===== src/design/nmea_pkg.sv =====
`timescale 1ns / 1ps

package nmea_pkg;

  localparam int MAX_FRAME_BYTES_DEF = 128;

  // characters that frame a sentence
  localparam logic [7:0] CHAR_START = 8'h24;
  localparam logic [7:0] CHAR_STAR  = 8'h2A;

  localparam logic [2:0]  TAIL_BYTES     = 3'd4;
  localparam logic [2:0]  TAIL_AT_HIGH   = 3'd3;
  localparam logic [2:0]  TAIL_AT_LOW    = 3'd2;
  localparam logic [15:0] FRAME_TMO_RST  = 16'd100;
  localparam logic [15:0] IFRAME_TMO_RST = 16'd2000;
  localparam logic [15:0] ELAPSED_MAX    = 16'hFFFF;

  // request codes
  localparam logic [1:0] REQ_BYTE    = 2'd0;
  localparam logic [1:0] REQ_TICK    = 2'd1;
  localparam logic [1:0] REQ_RELEASE = 2'd2;

  // error codes
  localparam logic [1:0] ERR_NONE    = 2'd0;
  localparam logic [1:0] ERR_OVF     = 2'd1;
  localparam logic [1:0] ERR_CHK     = 2'd2;
  localparam logic [1:0] ERR_TMO     = 2'd3;

  // register indexes
  localparam logic REG_FRAME_TMO  = 1'b0;
  localparam logic REG_IFRAME_TMO = 1'b1;

  typedef enum logic [1:0] {
    PH_HUNT = 2'd0,
    PH_BODY = 2'd1,
    PH_TAIL = 2'd2
  } phase_t;

  typedef struct packed {
    phase_t      phase;
    logic [7:0]  checksum_accum;
    logic [2:0]  tail_left;
    logic [7:0]  hex_high_char;
    logic [7:0]  hex_low_char;
    logic [15:0] elapsed_ms;
    logic        ready_flag;
    logic [15:0] overflow_count;
    logic [15:0] checksum_count;
    logic [15:0] timeout_count;
  } rx_state_t;

  typedef struct packed {
    logic        byte_valid;
    logic [7:0]  byte_value;
    logic [6:0]  byte_index;
    logic        frame_ok;
    logic [1:0]  frame_error;
    logic        frame_ready;
    logic        gps_active;
    logic [15:0] overflow_errors;
    logic [15:0] checksum_errors;
    logic [15:0] timeout_errors;
  } rx_result_t;

  // bit 4 set when the character is not a hex digit
  function automatic logic [4:0] hex_nibble(input logic [7:0] c);
    logic [4:0] r;
    if (c >= 8'h30 && c <= 8'h39) begin
      r = {1'b0, 4'(c - 8'h30)};
    end else if (c >= 8'h61 && c <= 8'h66) begin
      r = {1'b0, 4'(c - 8'h57)};
    end else if (c >= 8'h41 && c <= 8'h46) begin
      r = {1'b0, 4'(c - 8'h37)};
    end else begin
      r = 5'h10;
    end
    return r;
  endfunction

endpackage


===== src/design/nmea_rx_step.sv =====
`timescale 1ns / 1ps

module nmea_rx_step #(
  parameter int MAX_FRAME_BYTES = nmea_pkg::MAX_FRAME_BYTES_DEF,
  parameter int LEN_W           = $clog2(MAX_FRAME_BYTES)
) (
  input  logic [1:0]            req,
  input  logic [7:0]            rx_byte,
  input  logic [15:0]           frame_tmo,
  input  logic [15:0]           iframe_tmo,
  input  nmea_pkg::rx_state_t   cur,
  input  logic [LEN_W-1:0]      len_cur,
  output nmea_pkg::rx_state_t   nxt,
  output logic [LEN_W-1:0]      len_nxt,
  output nmea_pkg::rx_result_t  res
);
  import nmea_pkg::*;

  logic        room, is_byte, start, in_body, in_tail, tail_take, is_star;
  logic        store, ovf, check, match, chk, tmo, any_err, release_req;
  logic [2:0]  tl_dec, tl_after;
  logic [7:0]  hi_char, lo_char;
  logic [4:0]  hi_nib, lo_nib;
  logic [15:0] el_after;
  phase_t      phase_nxt;

  // event decode
  always_comb begin
    room        = len_cur < LEN_W'(MAX_FRAME_BYTES - 1);
    is_star     = rx_byte == CHAR_STAR;
    release_req = req == REQ_RELEASE;
    is_byte     = (req == REQ_BYTE) && !cur.ready_flag;
    start       = is_byte && (cur.phase == PH_HUNT) && (rx_byte == CHAR_START);
    in_body     = is_byte && (cur.phase == PH_BODY);
    in_tail     = is_byte && (cur.phase == PH_TAIL);
    tail_take   = in_tail && (cur.tail_left != 3'd0);
    tl_dec      = cur.tail_left - 3'd1;
    tl_after    = tail_take ? tl_dec : cur.tail_left;
    store       = start || ((in_body || tail_take) && room);
    ovf         = (in_body || tail_take) && !room;
    hi_char     = (tail_take && tl_dec == TAIL_AT_HIGH) ? rx_byte : cur.hex_high_char;
    lo_char     = (tail_take && tl_dec == TAIL_AT_LOW) ? rx_byte : cur.hex_low_char;
    hi_nib      = hex_nibble(hi_char);
    lo_nib      = hex_nibble(lo_char);
    check       = in_tail && (tl_after == 3'd0) && !ovf;
    match       = check && !hi_nib[4] && !lo_nib[4]
                  && ({hi_nib[3:0], lo_nib[3:0]} == cur.checksum_accum);
    chk         = check && !match;
    if (start) begin
      el_after = '0;
    end else if (req == REQ_TICK && cur.elapsed_ms != ELAPSED_MAX) begin
      el_after = cur.elapsed_ms + 16'd1;
    end else begin
      el_after = cur.elapsed_ms;
    end
    tmo = (el_after >= frame_tmo)
          && ((is_byte && (start || in_body || (in_tail && !match)))
              || (req == REQ_TICK && !cur.ready_flag && cur.phase != PH_HUNT));
    any_err = ovf || chk || tmo;
  end

  // phase next state
  always_comb begin
    phase_nxt = cur.phase;
    if (any_err || release_req || match) begin
      phase_nxt = PH_HUNT;
    end else if (start) begin
      phase_nxt = PH_BODY;
    end else if (in_body && is_star) begin
      phase_nxt = PH_TAIL;
    end
  end

  // datapath state and result
  always_comb begin
    nxt.phase          = phase_nxt;
    nxt.checksum_accum = cur.checksum_accum;
    if (start) begin
      nxt.checksum_accum = '0;
    end else if (in_body && !is_star) begin
      nxt.checksum_accum = cur.checksum_accum ^ rx_byte;
    end
    nxt.tail_left = tl_after;
    if (in_body && is_star) begin
      nxt.tail_left = TAIL_BYTES;
    end
    nxt.hex_high_char = hi_char;
    nxt.hex_low_char  = lo_char;
    nxt.elapsed_ms    = el_after;
    nxt.ready_flag    = cur.ready_flag;
    if (any_err || release_req) begin
      nxt.ready_flag = 1'b0;
    end else if (match) begin
      nxt.ready_flag = 1'b1;
    end
    nxt.overflow_count = cur.overflow_count + {15'd0, ovf};
    nxt.checksum_count = cur.checksum_count + {15'd0, chk};
    nxt.timeout_count  = cur.timeout_count + {15'd0, tmo};

    len_nxt = len_cur;
    if (start) begin
      len_nxt = LEN_W'(1);
    end else if (store) begin
      len_nxt = len_cur + LEN_W'(1);
    end

    res.byte_valid = store;
    res.byte_value = store ? rx_byte : 8'd0;
    res.byte_index = (store && !start) ? 7'(len_cur) : 7'd0;
    res.frame_ok   = match;
    if (ovf) begin
      res.frame_error = ERR_OVF;
    end else if (chk) begin
      res.frame_error = ERR_CHK;
    end else if (tmo) begin
      res.frame_error = ERR_TMO;
    end else begin
      res.frame_error = ERR_NONE;
    end
    res.frame_ready     = nxt.ready_flag;
    res.gps_active      = el_after < iframe_tmo;
    res.overflow_errors = nxt.overflow_count;
    res.checksum_errors = nxt.checksum_count;
    res.timeout_errors  = nxt.timeout_count;
  end

endmodule


===== src/design/nmea_sentence_receiver.sv =====
`timescale 1ns / 1ps
// nmea 0183 sentence receiver with checksum check
//
// in channel: one item per request. in_tuser carries the request kind
// (received byte, millisecond tick, release of a held frame) and in_tdata
// the received character. out channel: exactly one result item per input
// item, in order, carrying the echoed frame byte with its index, the
// frame verdict, the ready flag, gps activity and the three error counters.
// cfg port: apb-style, frame timeout at 0x0, interframe timeout at 0x4.
//
// an item is held in the input register, and the whole update runs in
// one combinational pass from there into the result register, which
// offers the result. one item per cycle is sustained while out_tready
// stays high. in_tready follows out_tready through the result register:
// a stalled receiver holds the result, the input register takes one more
// item, and in_tready then stays low until the result leaves.
// reset clears the frame state (hunting for '$', elapsed time saturated,
// counters zero) and loads the timeout registers with 100 and 2000 ms.
module nmea_sentence_receiver #(
  parameter int MAX_FRAME_BYTES = nmea_pkg::MAX_FRAME_BYTES_DEF
) (
  input  logic        clk,
  input  logic        rst_n,
  // in channel
  input  logic        in_tvalid,
  output logic        in_tready,
  input  logic [7:0]  in_tdata,   // rx_byte
  input  logic [1:0]  in_tuser,   // req_type
  // out channel
  output logic        out_tvalid,
  input  logic        out_tready,
  // byte_value, byte_index, frame_ok, frame_error, frame_ready, gps_active,
  // overflow_errors, checksum_errors, timeout_errors, zero pad
  output logic [71:0] out_tdata,
  output logic [0:0]  out_tuser,  // byte_valid
  // configuration port
  input  logic        cfg_psel,
  input  logic        cfg_penable,
  input  logic        cfg_pwrite,
  input  logic [2:0]  cfg_paddr,
  input  logic [31:0] cfg_pwdata,
  output logic [31:0] cfg_prdata,
  output logic        cfg_pready
);
  import nmea_pkg::*;

  localparam int LEN_W = $clog2(MAX_FRAME_BYTES);

  // configuration registers
  logic [15:0] frame_tmo_r, iframe_tmo_r;
  logic        cfg_wr;

  // input register
  logic        s_v_r;
  logic [1:0]  s_req_r;
  logic [7:0]  s_byte_r;

  // frame state
  rx_state_t   st_r, st_nxt;
  logic [LEN_W-1:0] len_r, len_nxt;

  // result register
  logic        out_v_r;
  rx_result_t  res_nxt, res_r;

  logic        adv;

  assign cfg_pready = 1'b1;
  assign cfg_wr     = cfg_psel && cfg_penable && cfg_pwrite && cfg_pready;
  assign cfg_prdata = (cfg_paddr[2] == REG_IFRAME_TMO) ? {16'd0, iframe_tmo_r}
                                                       : {16'd0, frame_tmo_r};

  always_ff @(posedge clk) begin
    if (!rst_n) begin
      frame_tmo_r  <= FRAME_TMO_RST;
      iframe_tmo_r <= IFRAME_TMO_RST;
    end else if (cfg_wr) begin
      if (cfg_paddr[2] == REG_IFRAME_TMO) begin
        iframe_tmo_r <= cfg_pwdata[15:0];
      end else begin
        frame_tmo_r <= cfg_pwdata[15:0];
      end
    end
  end

  // the result register moves when it is empty or being taken
  assign adv       = !out_v_r || out_tready;
  assign in_tready = !s_v_r || adv;

  always_ff @(posedge clk) begin
    if (!rst_n) begin
      s_v_r <= 1'b0;
    end else if (in_tvalid && in_tready) begin
      s_v_r <= 1'b1;
    end else if (adv) begin
      s_v_r <= 1'b0;
    end
  end

  always_ff @(posedge clk) begin
    if (in_tvalid && in_tready) begin
      s_req_r  <= in_tuser;
      s_byte_r <= in_tdata;
    end
  end

  nmea_rx_step #(
    .MAX_FRAME_BYTES (MAX_FRAME_BYTES),
    .LEN_W           (LEN_W)
  ) u_step (
    .req        (s_req_r),
    .rx_byte    (s_byte_r),
    .frame_tmo  (frame_tmo_r),
    .iframe_tmo (iframe_tmo_r),
    .cur        (st_r),
    .len_cur    (len_r),
    .nxt        (st_nxt),
    .len_nxt    (len_nxt),
    .res        (res_nxt)
  );

  // frame state updates once per item, as the item leaves the input register
  always_ff @(posedge clk) begin
    if (!rst_n) begin
      st_r.phase          <= PH_HUNT;
      st_r.checksum_accum <= '0;
      st_r.tail_left      <= '0;
      st_r.hex_high_char  <= '0;
      st_r.hex_low_char   <= '0;
      st_r.elapsed_ms     <= ELAPSED_MAX;
      st_r.ready_flag     <= 1'b0;
      st_r.overflow_count <= '0;
      st_r.checksum_count <= '0;
      st_r.timeout_count  <= '0;
      len_r               <= '0;
    end else if (s_v_r && adv) begin
      st_r  <= st_nxt;
      len_r <= len_nxt;
    end
  end

  always_ff @(posedge clk) begin
    if (!rst_n) begin
      out_v_r <= 1'b0;
    end else if (adv) begin
      out_v_r <= s_v_r;
    end
  end

  always_ff @(posedge clk) begin
    if (s_v_r && adv) begin
      res_r <= res_nxt;
    end
  end

  assign out_tvalid   = out_v_r;
  assign out_tuser[0] = res_r.byte_valid;
  assign out_tdata    = {4'd0,
                         res_r.timeout_errors,
                         res_r.checksum_errors,
                         res_r.overflow_errors,
                         res_r.gps_active,
                         res_r.frame_ready,
                         res_r.frame_error,
                         res_r.frame_ok,
                         res_r.byte_index,
                         res_r.byte_value};

  // a held frame always leaves the receiver hunting
  a_ready_hunt: assert property (@(posedge clk) disable iff (!rst_n)
    st_r.ready_flag |-> st_r.phase == PH_HUNT)
    else $error("ready flag set outside hunting phase");

  // the tail phase never sits with no tail bytes left
  a_tail_left: assert property (@(posedge clk) disable iff (!rst_n)
    st_r.phase == PH_TAIL |-> st_r.tail_left != 3'd0)
    else $error("tail phase with no tail bytes left");

  // a good frame is reported as held and free of errors
  a_ok_ready: assert property (@(posedge clk) disable iff (!rst_n)
    out_v_r && res_r.frame_ok |-> res_r.frame_ready && res_r.frame_error == ERR_NONE)
    else $error("frame ok without ready or with an error");

endmodule

===== config.mk =====
export PLATFORM = sky130hd
export DESIGN_NAME = nmea_sentence_receiver
export DESIGN_NICKNAME = d
export VERILOG_FILES = /design/src/design/nmea_pkg.sv /design/src/design/nmea_rx_step.sv /design/src/design/nmea_sentence_receiver.sv
export SDC_FILE = /design/constraint.sdc
export NUM_CORES = 1
export LEC_CHECK = 0
export BUFFER_PORTS_ARGS = -buffer_cell sky130_fd_sc_hd__clkbuf_2
export CELL_PAD_IN_SITES_DETAIL_PLACEMENT = 1
export CELL_PAD_IN_SITES_GLOBAL_PLACEMENT = 2
export CORE_MARGIN = 10
export CORE_UTILIZATION = 37
export CTS_BUF_LIST = sky130_fd_sc_hd__clkbuf_4
export DETAILED_ROUTE_END_ITERATION = 10
export PLACE_DENSITY = 0.85
export SLEW_MARGIN = 25
export SYNTH_ARGS = -nofsm -noshare
export SYNTH_HDL_FRONTEND = slang
export SYNTH_HIERARCHICAL = 1
export SYNTH_SLANG_ARGS = --single-unit
export TNS_END_PERCENT = 5

===== constraint.sdc =====
create_clock -name clk -period 7.8 [get_ports clk]
set_clock_uncertainty 0.1 [all_clocks]
set_input_delay 1.17 -clock clk [delete_from_list [all_inputs] [get_ports clk]]
set_output_delay 1.17 -clock clk [all_outputs]
set_load 0.005 [all_outputs]

==> results of run 1 <==
[area by class of cell]
class                      count  area (um2)
clock inverter                24         144
tap                          442         553
inverter                      70         263
sequential                   214        5070
antenna                        1        2.50
timing repair buffer         125         681
multi-input combinational    929        6040
fill                        3870       19100
clock buffer                  95         713
[worst max-delay path: stages (launching register included)]
cell and delay, ns:
dfxtp_1 0.44, inv_1 0.10, ha_1 0.21, ha_1 0.38
and4bb_2 0.31, nand3_1 0.53, mux2i_1 0.46, inv_1 0.13
ha_1 0.30, o311ai_0 0.46, or3b_2 0.51, o211ai_1 0.13
xor2_1 0.20, or3b_1 0.36, nor4_1 0.55, o21ai_1 0.21
ha_1 0.26, and4_1 0.23, and4_1 0.24, and4_1 0.25
nand4_1 0.12, xnor2_1 0.15, nand2_1 0.07, mux2i_1 0.13
[logic make-up after synthesis]
kind of cell | synth area share [%]
AO/OA/AOI/OAI | 7.53
flip-flops | 41.6
other | 0.0616
XOR/XNOR | 5.67
adder cells (fa/ha/maj) | 5.03
buffers and inverters | 9.54
multiplexers | 10.2
AND/OR/NAND/NOR | 20.4
[path summary, 6_finish.rpt]
| path | from | to | cells past startpoint |
|---|---|---|---|
| worst max-delay path | st_r[81] | st_r[15] | 23 |
| worst min-delay path | st_r[32] | st_r[32] | 2 |
| worst max register to register | st_r[81] | st_r[15] | 23 |
| worst min register to register | st_r[32] | st_r[32] | 2 |
[power breakdown]
group	internal, W	switching [W]
logic	0.0000838	0.000131
registers	0.00118	0.0000234
clock network	0.000627	0.000512
total	0.00189	0.000666
[metal layers]
metal  routed length, um  part of all wire [%]
met1               14100                    46
met2               14500                    48
met3                1150                   3.8
met4                 731                   2.4
met5                   0                     0
[cell usage in the layout (no fill, tap or decap), types with 5 or more instances in the layout]
| cell | count |
|---|---|
| nor4_1 | 6 |
| and3_1 | 12 |
| conb_1 | 21 |
| nand4_1 | 17 |
| xnor2_1 | 42 |
| clkbuf_4 | 95 |
| mux2i_1 | 104 |
| xor2_1 | 37 |
| o21ai_1 | 7 |
| nor2b_1 | 8 |
| nor2_1 | 56 |
| o21ai_0 | 47 |
| ha_1 | 49 |
| and4_1 | 8 |
| and2_1 | 21 |
| nand3_1 | 62 |
| clkbuf_2 | 119 |
| clkinv_1 | 17 |
| o311ai_0 | 15 |
| dfxtp_1 | 135 |
| edfxtp_1 | 79 |
| nand2b_1 | 7 |
| inv_2 | 6 |
| mux2_2 | 18 |
| or3_1 | 5 |
| nor3_1 | 8 |
| inv_1 | 68 |
| a21o_1 | 9 |
| a21oi_1 | 22 |
| nand2_1 | 277 |
[through the flow]
step	worst slack, ns	total power (W)	util (%)	cells	hold slack [ns]
floorplan	2.21	0.00138	-	1351	0.331
finish	0.907	0.00256	41.4	1900	0.372
global placement	1.09	0.00144	38.7	1779	0.346
global route	0.453	0.00270	41.4	1900	0.396
CTS	0.873	0.00262	41.3	1898	0.376
detailed placement	0.876	0.00144	38.7	1779	0.367
[state kept, by name, summed over array words and instances (netlist names)]
signal / count
out_tdata: 68
frame_tmo_r: 16
s_v_r: 1
iframe_tmo_r: 16
st_r: 94
s_req_r: 2
out_tuser: 1
len_r: 7
s_byte_r: 8
out_tvalid: 1
==> out/metrics.cfg, run 1 <==
[clock_tree]
cts_resized = 0
h-tree-depth = 3
ctsHoldBuffers = 0
root_buffer = clkbuf_4
cts.clk_slew.worst_paths_ns = 0.06
cts_buffer_depth = 3
numCtsBuffers = 66
post-cts-setup-buffers = 0
cts_tree = built
clk_latency_ns = 0.67
cts.sink_count = 214

[floorplanning]
pin_count = 160
dieArea_um2 = 40600
die_w_um = 202
fp.dieH_um = 202
start_util_pct = 37.5
core_area_um2 = 32500
placementRows = 66

[yosys]
synthDominantCellAreaShare_pct = 22.2
ys_seq_area_share_pct = 41.6
synth_warnings = 6
syn_avg_cell_area_um2 = 9.16
synth_flop_cell = dfxtp_1
ys_seq_elements = 214
yosysTopAreaCell = dfxtp_1
synthDistinctLibCells = 69
synth_common_cells = nand2_1 (277), dfxtp_1 (135), mux2i_1 (104)
yosysMostFrequentCell = nand2_1
synthTopCellsByArea = dfxtp_1 (22%), edfxtp_1 (19%), mux2i_1 (8.5%), nand2_1 (8.5%), ha_1 (5.0%)
synth_edf_count = 79
syn-cell-area_um2 = 12200
syn-instance-count = 1332
async_flop_share_pct = 0

[timing]
worst_slew_pin_slew_ns = 0.975
hold_viol = 0
fmax_ghz = 0.145
setup_viol = 0
rsz0062_at_grt = no
slew_viol_final = 0
setup_tns_ns = 0
period_share_pct = 88.4
slew_headroom_pct = 35.0
post-route-min-period_ns = 6.89

[status]
outcome = finished, final reports clean

[critical_path]
start_kind = register
ff2ff_setup_slack_ns = 0.91
worstPathMaxFanout = 15
end_kind = register
required_ns = 8.30
critPathKind = register to register
cp.arrival_ns = 7.39

[route]
vias = 9384
viasPerCell = 4.94
wire_per_inst_um = 16.0
drt_wl_total_mm = 30.4
drtAntennaViolNets = 0
drc = 0
drt_iter0_drc = 295
firstDrtPassIters = 5

[global_route]
grt_pass1_vias = 9943
grt_max_degree = 155
grt_overflow = 0
antenna_found_initial = 1
gr-usage-met1_pct = 17.9
grt_use_met2_pct = 24.8
top_usage_layer = met2
grt_usage_pct = 14.8
grt_pass1_wl_mm = 50.4
met3_usage_pct = 3.50

[finish]
syn_to_final_growth_pct = 10.4
drive_gt1_share_pct = 18.0
postLayoutCellArea_um2 = 13500
final_nets = 1507

[placed_design]
place_area_um2 = 12600
dpl.hpwl_mm = 20.7
port_buffers = 120
place_congestion = 0.803

[flow_run]
drv_cap = 0

[power_and_ir_drop]
irDropWorstVdd_mv = 0.0779
p_per_area_nw_per_um2 = 190
p_leak_nw = 5.64

[worst_hold_path]
hold_path_class = register to register

(Power assumes the default switching activity.)
==> run 2: changes to the inputs <==
Settings changed: SYNTH_HIERARCHICAL 1 to default.
==> run 2 against run 1 <==
- critical path depth increased by 4
- sequential share of layout area increased by 2.4 points
- synthesized area decreased by 9.4%
- maximum frequency increased by 4.4%
- combinational power decreased by 4%
- via count decreased by 7.1%
- non-clock buffer count increased by 5
- largest power group unchanged
==> out/metrics.cfg, run 2 <==
[status]
outcome = finished, final reports clean

[route]
vias = 8718
wire_per_inst_um = 16.2
drt_iter0_drc = 299
drc = 0
drtAntennaViolNets = 0
firstDrtPassIters = 4
viasPerCell = 4.96
drt_wl_total_mm = 28.4

[clock_tree]
cts.clk_slew.worst_paths_ns = 0.07
post-cts-setup-buffers = 0
cts_resized = 0
h-tree-depth = 2
numCtsBuffers = 59
root_buffer = clkbuf_4
cts_buffer_depth = 3
ctsHoldBuffers = 0
cts.sink_count = 214
clk_latency_ns = 0.68
cts_tree = built

[timing]
post-route-min-period_ns = 6.60
worst_slew_pin_slew_ns = 0.980
rsz0062_at_grt = no
period_share_pct = 84.7
setup_slack_ns = 1.20
hold_viol = 0
fmax_ghz = 0.151
whs_ns = 0.359
setup_viol = 0
slew_viol_final = 0
slew_headroom_pct = 34.7
setup_tns_ns = 0

[yosys]
synthTopCellsByArea = dfxtp_1 (24%), edfxtp_1 (21%), nand2_1 (6.7%), ha_1 (5.7%), xor2_1 (4.7%)
synthDominantCellAreaShare_pct = 24.4
ys_seq_area_share_pct = 45.9
synthDistinctLibCells = 72
synth_warnings = 0
ys_seq_elements = 214
syn-cell-area_um2 = 11100
syn-instance-count = 1182
synth_flop_cell = dfxtp_1
async_flop_share_pct = 0
synth_edf_count = 79
synth_common_cells = nand2_1 (196), dfxtp_1 (135), edfxtp_1 (79)
yosysMostFrequentCell = nand2_1
syn_avg_cell_area_um2 = 9.36
yosysTopAreaCell = dfxtp_1

[critical_path]
start_kind = register
required_ns = 8.27
end_kind = register
worstPathMaxFanout = 9
critPathKind = register to register
cp.arrival_ns = 7.07

[global_route]
top_usage_layer = met2
grt_use_met2_pct = 24.6
met3_usage_pct = 4.03
grt_usage_pct = 15.3
antenna_found_initial = 1
grt_overflow = 0
gr-usage-met1_pct = 19.9
grt_max_degree = 104
grt_pass1_wl_mm = 47.1
grt_pass1_vias = 9139

[placed_design]
place_ws_ns = 1.24
place_inst = 1650
port_buffers = 120
place_congestion = 0.818
place_area_um2 = 11900
dpl.hpwl_mm = 20.2

[flow_run]
drv_cap = 0

[power_and_ir_drop]
p_leak_nw = 5.26
irDropWorstVdd_mv = 0.0863
p_per_area_nw_per_um2 = 187

[floorplanning]
fp.dieH_um = 193
start_util_pct = 37.4
placementRows = 63
core_area_um2 = 29600
dieArea_um2 = 37200
pin_count = 160
die_w_um = 193

[finish]
final_nets = 1423
postLayoutCellArea_um2 = 12700
layout_common_cells = nand2_1 (196), dfxtp_1 (135), clkbuf_2 (119)
regMostFlops = st_r
final_cells = 1756
drive_gt1_share_pct = 17.4
largest_register_ffs = 94
syn_to_final_growth_pct = 14.4
final_common_cell = nand2_1

[worst_hold_path]
hold_path_class = register to register

## run 2: metrics by stage
step / utilization, % / total power, W
6_report: 42.8 / 0.00236
5_1_grt: 42.8 / 0.00252
4_1_cts: 42.8 / 0.00242
3_5_place_dp: 40.4 / 0.00145
3_3_place_gp: 40.4 / 0.00144
2_1_floorplan: - / 0.00137
## run 2: layer usage
metal	vias up	wire length, um
met5	-	0
met4	0	465
met3	39	1700
met2	171	12800
met1	4157	13400
li1	4351	-
## run 2: critical path, cell delays in order (launching register included)
cell	delay [ns]
dfxtp_1	0.36
inv_1	0.10
ha_1	0.22
ha_1	0.34
nor2b_1	0.28
nand4_2	0.35
mux2i_1	0.45
ha_1	0.27
o21bai_1	0.08
a2111o_1	0.47
mux2_2	0.30
and3_1	0.17
a211oi_1	0.34
nor3_1	0.11
nand4_2	0.16
nand3_1	0.09
a21oi_1	0.23
ha_1	0.20
ha_1	0.22
nand3_1	0.17
nor2_1	0.26
and3_1	0.24
and3_1	0.24
nand3_1	0.17
nor2_1	0.19
nand3_1	0.11
xnor2_1	0.14
and2_1	0.15
## run 2: path summary, 6_finish.rpt
kind | start | to | slack, ns | depth (start not counted)
max | st_r[81] | st_r[14] | 1.20 | 27
min | frame_tmo_r[14] | frame_tmo_r[14] | 0.36 | 2
max reg2reg | st_r[81] | st_r[14] | 1.20 | 27
min reg2reg | frame_tmo_r[14] | frame_tmo_r[14] | 0.36 | 2
## run 2: cells by family after synthesis
family                   Yosys count  share of synthesized area, %
multiplexers                      14                          1.29
buffers and inverters            122                          5.07
adder cells (fa/ha/maj)           50                          5.66
flip-flops                       214                          45.9
other                              2                        0.0679
XOR/XNOR                         113                          9.02
AO/OA/AOI/OAI                    191                          11.9
AND/OR/NAND/NOR                  476                          21.1
## run 2: area by class of cell
cell class                 instances  area [um2]
fill                            3519       16900
multi-input combinational        865        5500
sequential                       214        5070
timing repair buffer             130         679
clock buffer                      79         593
tap                              390         488
inverter                          51         194
clock inverter                    26         115
antenna                            1        2.50
## run 2: report_power, final
group	total (W)	internal, W	switching [W]
sequential	0.00121	0.00119	0.0000240
combinational	0.000206	0.0000772	0.000129
clock	0.000946	0.000474	0.000472
==> run 3: changes to the inputs <==
Settings changed: CORE_UTILIZATION 37 to 33, PLACE_DENSITY 0.85 to 0.81.
Clock period 7.8 ns to 5.8 ns, I/O delays scaled along.
==> run 3 against run 2 <==
- clock power up 46%
- die area up 11%
- maximum frequency increased by 21%
- register-to-register slack worse by 0.86 ns
- routed wire length rose by 6.1%
- worst setup slack got worse by 0.86 ns
- flip-flop and latch count stayed put
- final area is 6.0% higher
- via count rose by 3.5%
- first-iteration DRC count increased by 11%
- sequential power up 34%
- critical path type unchanged
==> out/metrics.cfg, run 3 (synthesis results as in run 2) <==
[floorplanning]
fp.dieH_um = 203
die_w_um = 203
pin_count = 160
placementRows = 66
start_util_pct = 33.7
core_area_um2 = 32800
dieArea_um2 = 41200

[finish]
largest_register_ffs = 94
final_nets = 1488
regMostFlops = st_r
drive_gt1_share_pct = 22.5
postLayoutCellArea_um2 = 13400
syn_to_final_growth_pct = 21.3
layout_common_cells = nand2_1 (196), dfxtp_1 (135), clkbuf_2 (119)
final_common_cell = nand2_1

[power_and_ir_drop]
p_leak_nw = 5.60
irDropWorstVdd_mv = 0.118
total_power_w = 0.00331
p_per_area_nw_per_um2 = 247

[critical_path]
slowest_delay_ns = 0.43
reg2reg_to = st_r[31]
start_kind = register
r2r_start = st_r[81]
worstRegToRegCells = 28
ff2ff_setup_slack_ns = 0.34
crit_slowest_cell = a2111o_1
required_ns = 6.30
path_common_cell = and3_1
cp.arrival_ns = 5.96
worstPathMaxFanout = 4
end_kind = register
critPathKind = register to register

[global_route]
grt_max_degree = 77
grt_pass1_wl_mm = 49.3
antenna_found_initial = 1
grt_pass1_vias = 9622
grt_overflow = 0
grt_usage_pct = 14.4

[timing]
slew_viol_final = 0
setup_viol = 0
fmax_ghz = 0.183
period_share_pct = 94.2
post-route-min-period_ns = 5.46
slew_headroom_pct = 36.1
worst_slew_pin_slew_ns = 0.958
hold_viol = 0

[clock_tree]
numCtsBuffers = 59
cts.clk_slew.worst_paths_ns = 0.07
h-tree-depth = 2
cts_tree = built
cts.sink_count = 214
root_buffer = clkbuf_4
clk_latency_ns = 0.71
ctsHoldBuffers = 0
cts_buffer_depth = 3

[route]
drt_wl_total_mm = 30.1
drt_iter0_drc = 332
firstDrtPassIters = 6
vias = 9022
drtAntennaViolNets = 0
drc = 0
viasPerCell = 4.80
wire_per_inst_um = 16.0

[placed_design]
place_area_um2 = 12500
dpl.hpwl_mm = 21.7
port_buffers = 120
place_congestion = 0.819

[worst_hold_path]
hold_path_class = input pin to register
hold_path.startpoint = in_tdata[7]
min_path_cells = 1
hold-path-endpoint = s_byte_r[7]

[status]
outcome = finished, final reports clean

[flow_run]
drv_cap = 0

==> run 3: cell types whose count changed in the layout (fill, tap and decap cells not counted), sizes merged <==
cell,change
inv,-1
clkbuf,-2
clkinv,+8
buf,+65
bufinv,+2
==> run 3: final cells by class <==
type,count,area [um2]
Timing Repair Buffer,195,1160
Antenna cell,1,2.50
Multi-Input combinational cell,865,5650
Clock inverter,35,194
Tap cell,442,553
Clock buffer,77,578
Inverter,51,194
Fill cell,3838,19400
Sequential cell,214,5070
==> run 3: worst max-delay path by stage <==
| stage | from | endpoint | depth (start not counted) |
|---|---|---|---|
| after floorplan | st_r[81] | st_r[15] | 27 |
| after global placement | st_r[81] | st_r[15] | 26 |
| after detailed placement | st_r[81] | st_r[15] | 26 |
| after CTS | st_r[81] | st_r[31] | 27 |
| after global routing | st_r[81] | st_r[15] | 27 |
| final | st_r[81] | st_r[31] | 28 |
==> run 3: metal layers <==
| layer | wire length, um | GRT usage (%) |
|---|---|---|
| met5 | 0 | 0 |
| met2 | 13900 | 23.6 |
| met4 | 517 | 4.18 |
| met1 | 13900 | 18.0 |
| met3 | 1750 | 4.01 |
==> run 3: repair_timing <==
action,in CTS,in global routing
endpoints found under the setup margin,10,28
resized for setup,4,30
pin swaps,0,7
buffers inserted,1,0
==> run 3: report_power, final <==
part | leakage, nW | internal [W] | total, W | switching (W)
Combinational | 3.35 | 0.000122 | 0.000314 | 0.000193
Clock | 0.449 | 0.000716 | 0.00138 | 0.000662
Sequential | 1.80 | 0.00160 | 0.00162 | 0.0000239
==> run 3: metrics by stage <==
step	util [%]	hold slack [ns]	instances	setup slack (ns)	setup TNS (ns)
2_1_floorplan	-	0.332	1201	0.224	0
3_3_place_gp	38.1	0.342	1766	0.0263	0
3_5_place_dp	38.1	0.350	1766	-0.126	-0.530
4_1_cts	40.5	0.178	1879	0.0487	0
5_1_grt	40.9	0.180	1880	-0.0289	-0.0550
6_report	40.9	0.255	1880	0.338	0
==> run 3: critical path: cells and delay by family (launching register included) <==
family / cells / cell delay, ns
xor gates and xnor gates: 1 / 0.15
DFF: 1 / 0.33
muxes: 2 / 0.57
and+or+nand+nor: 14 / 2.28
AOI/OAI and AO/OA: 3 / 0.80
adders and majority gates: 4 / 0.84
buffers and inverters: 4 / 0.30
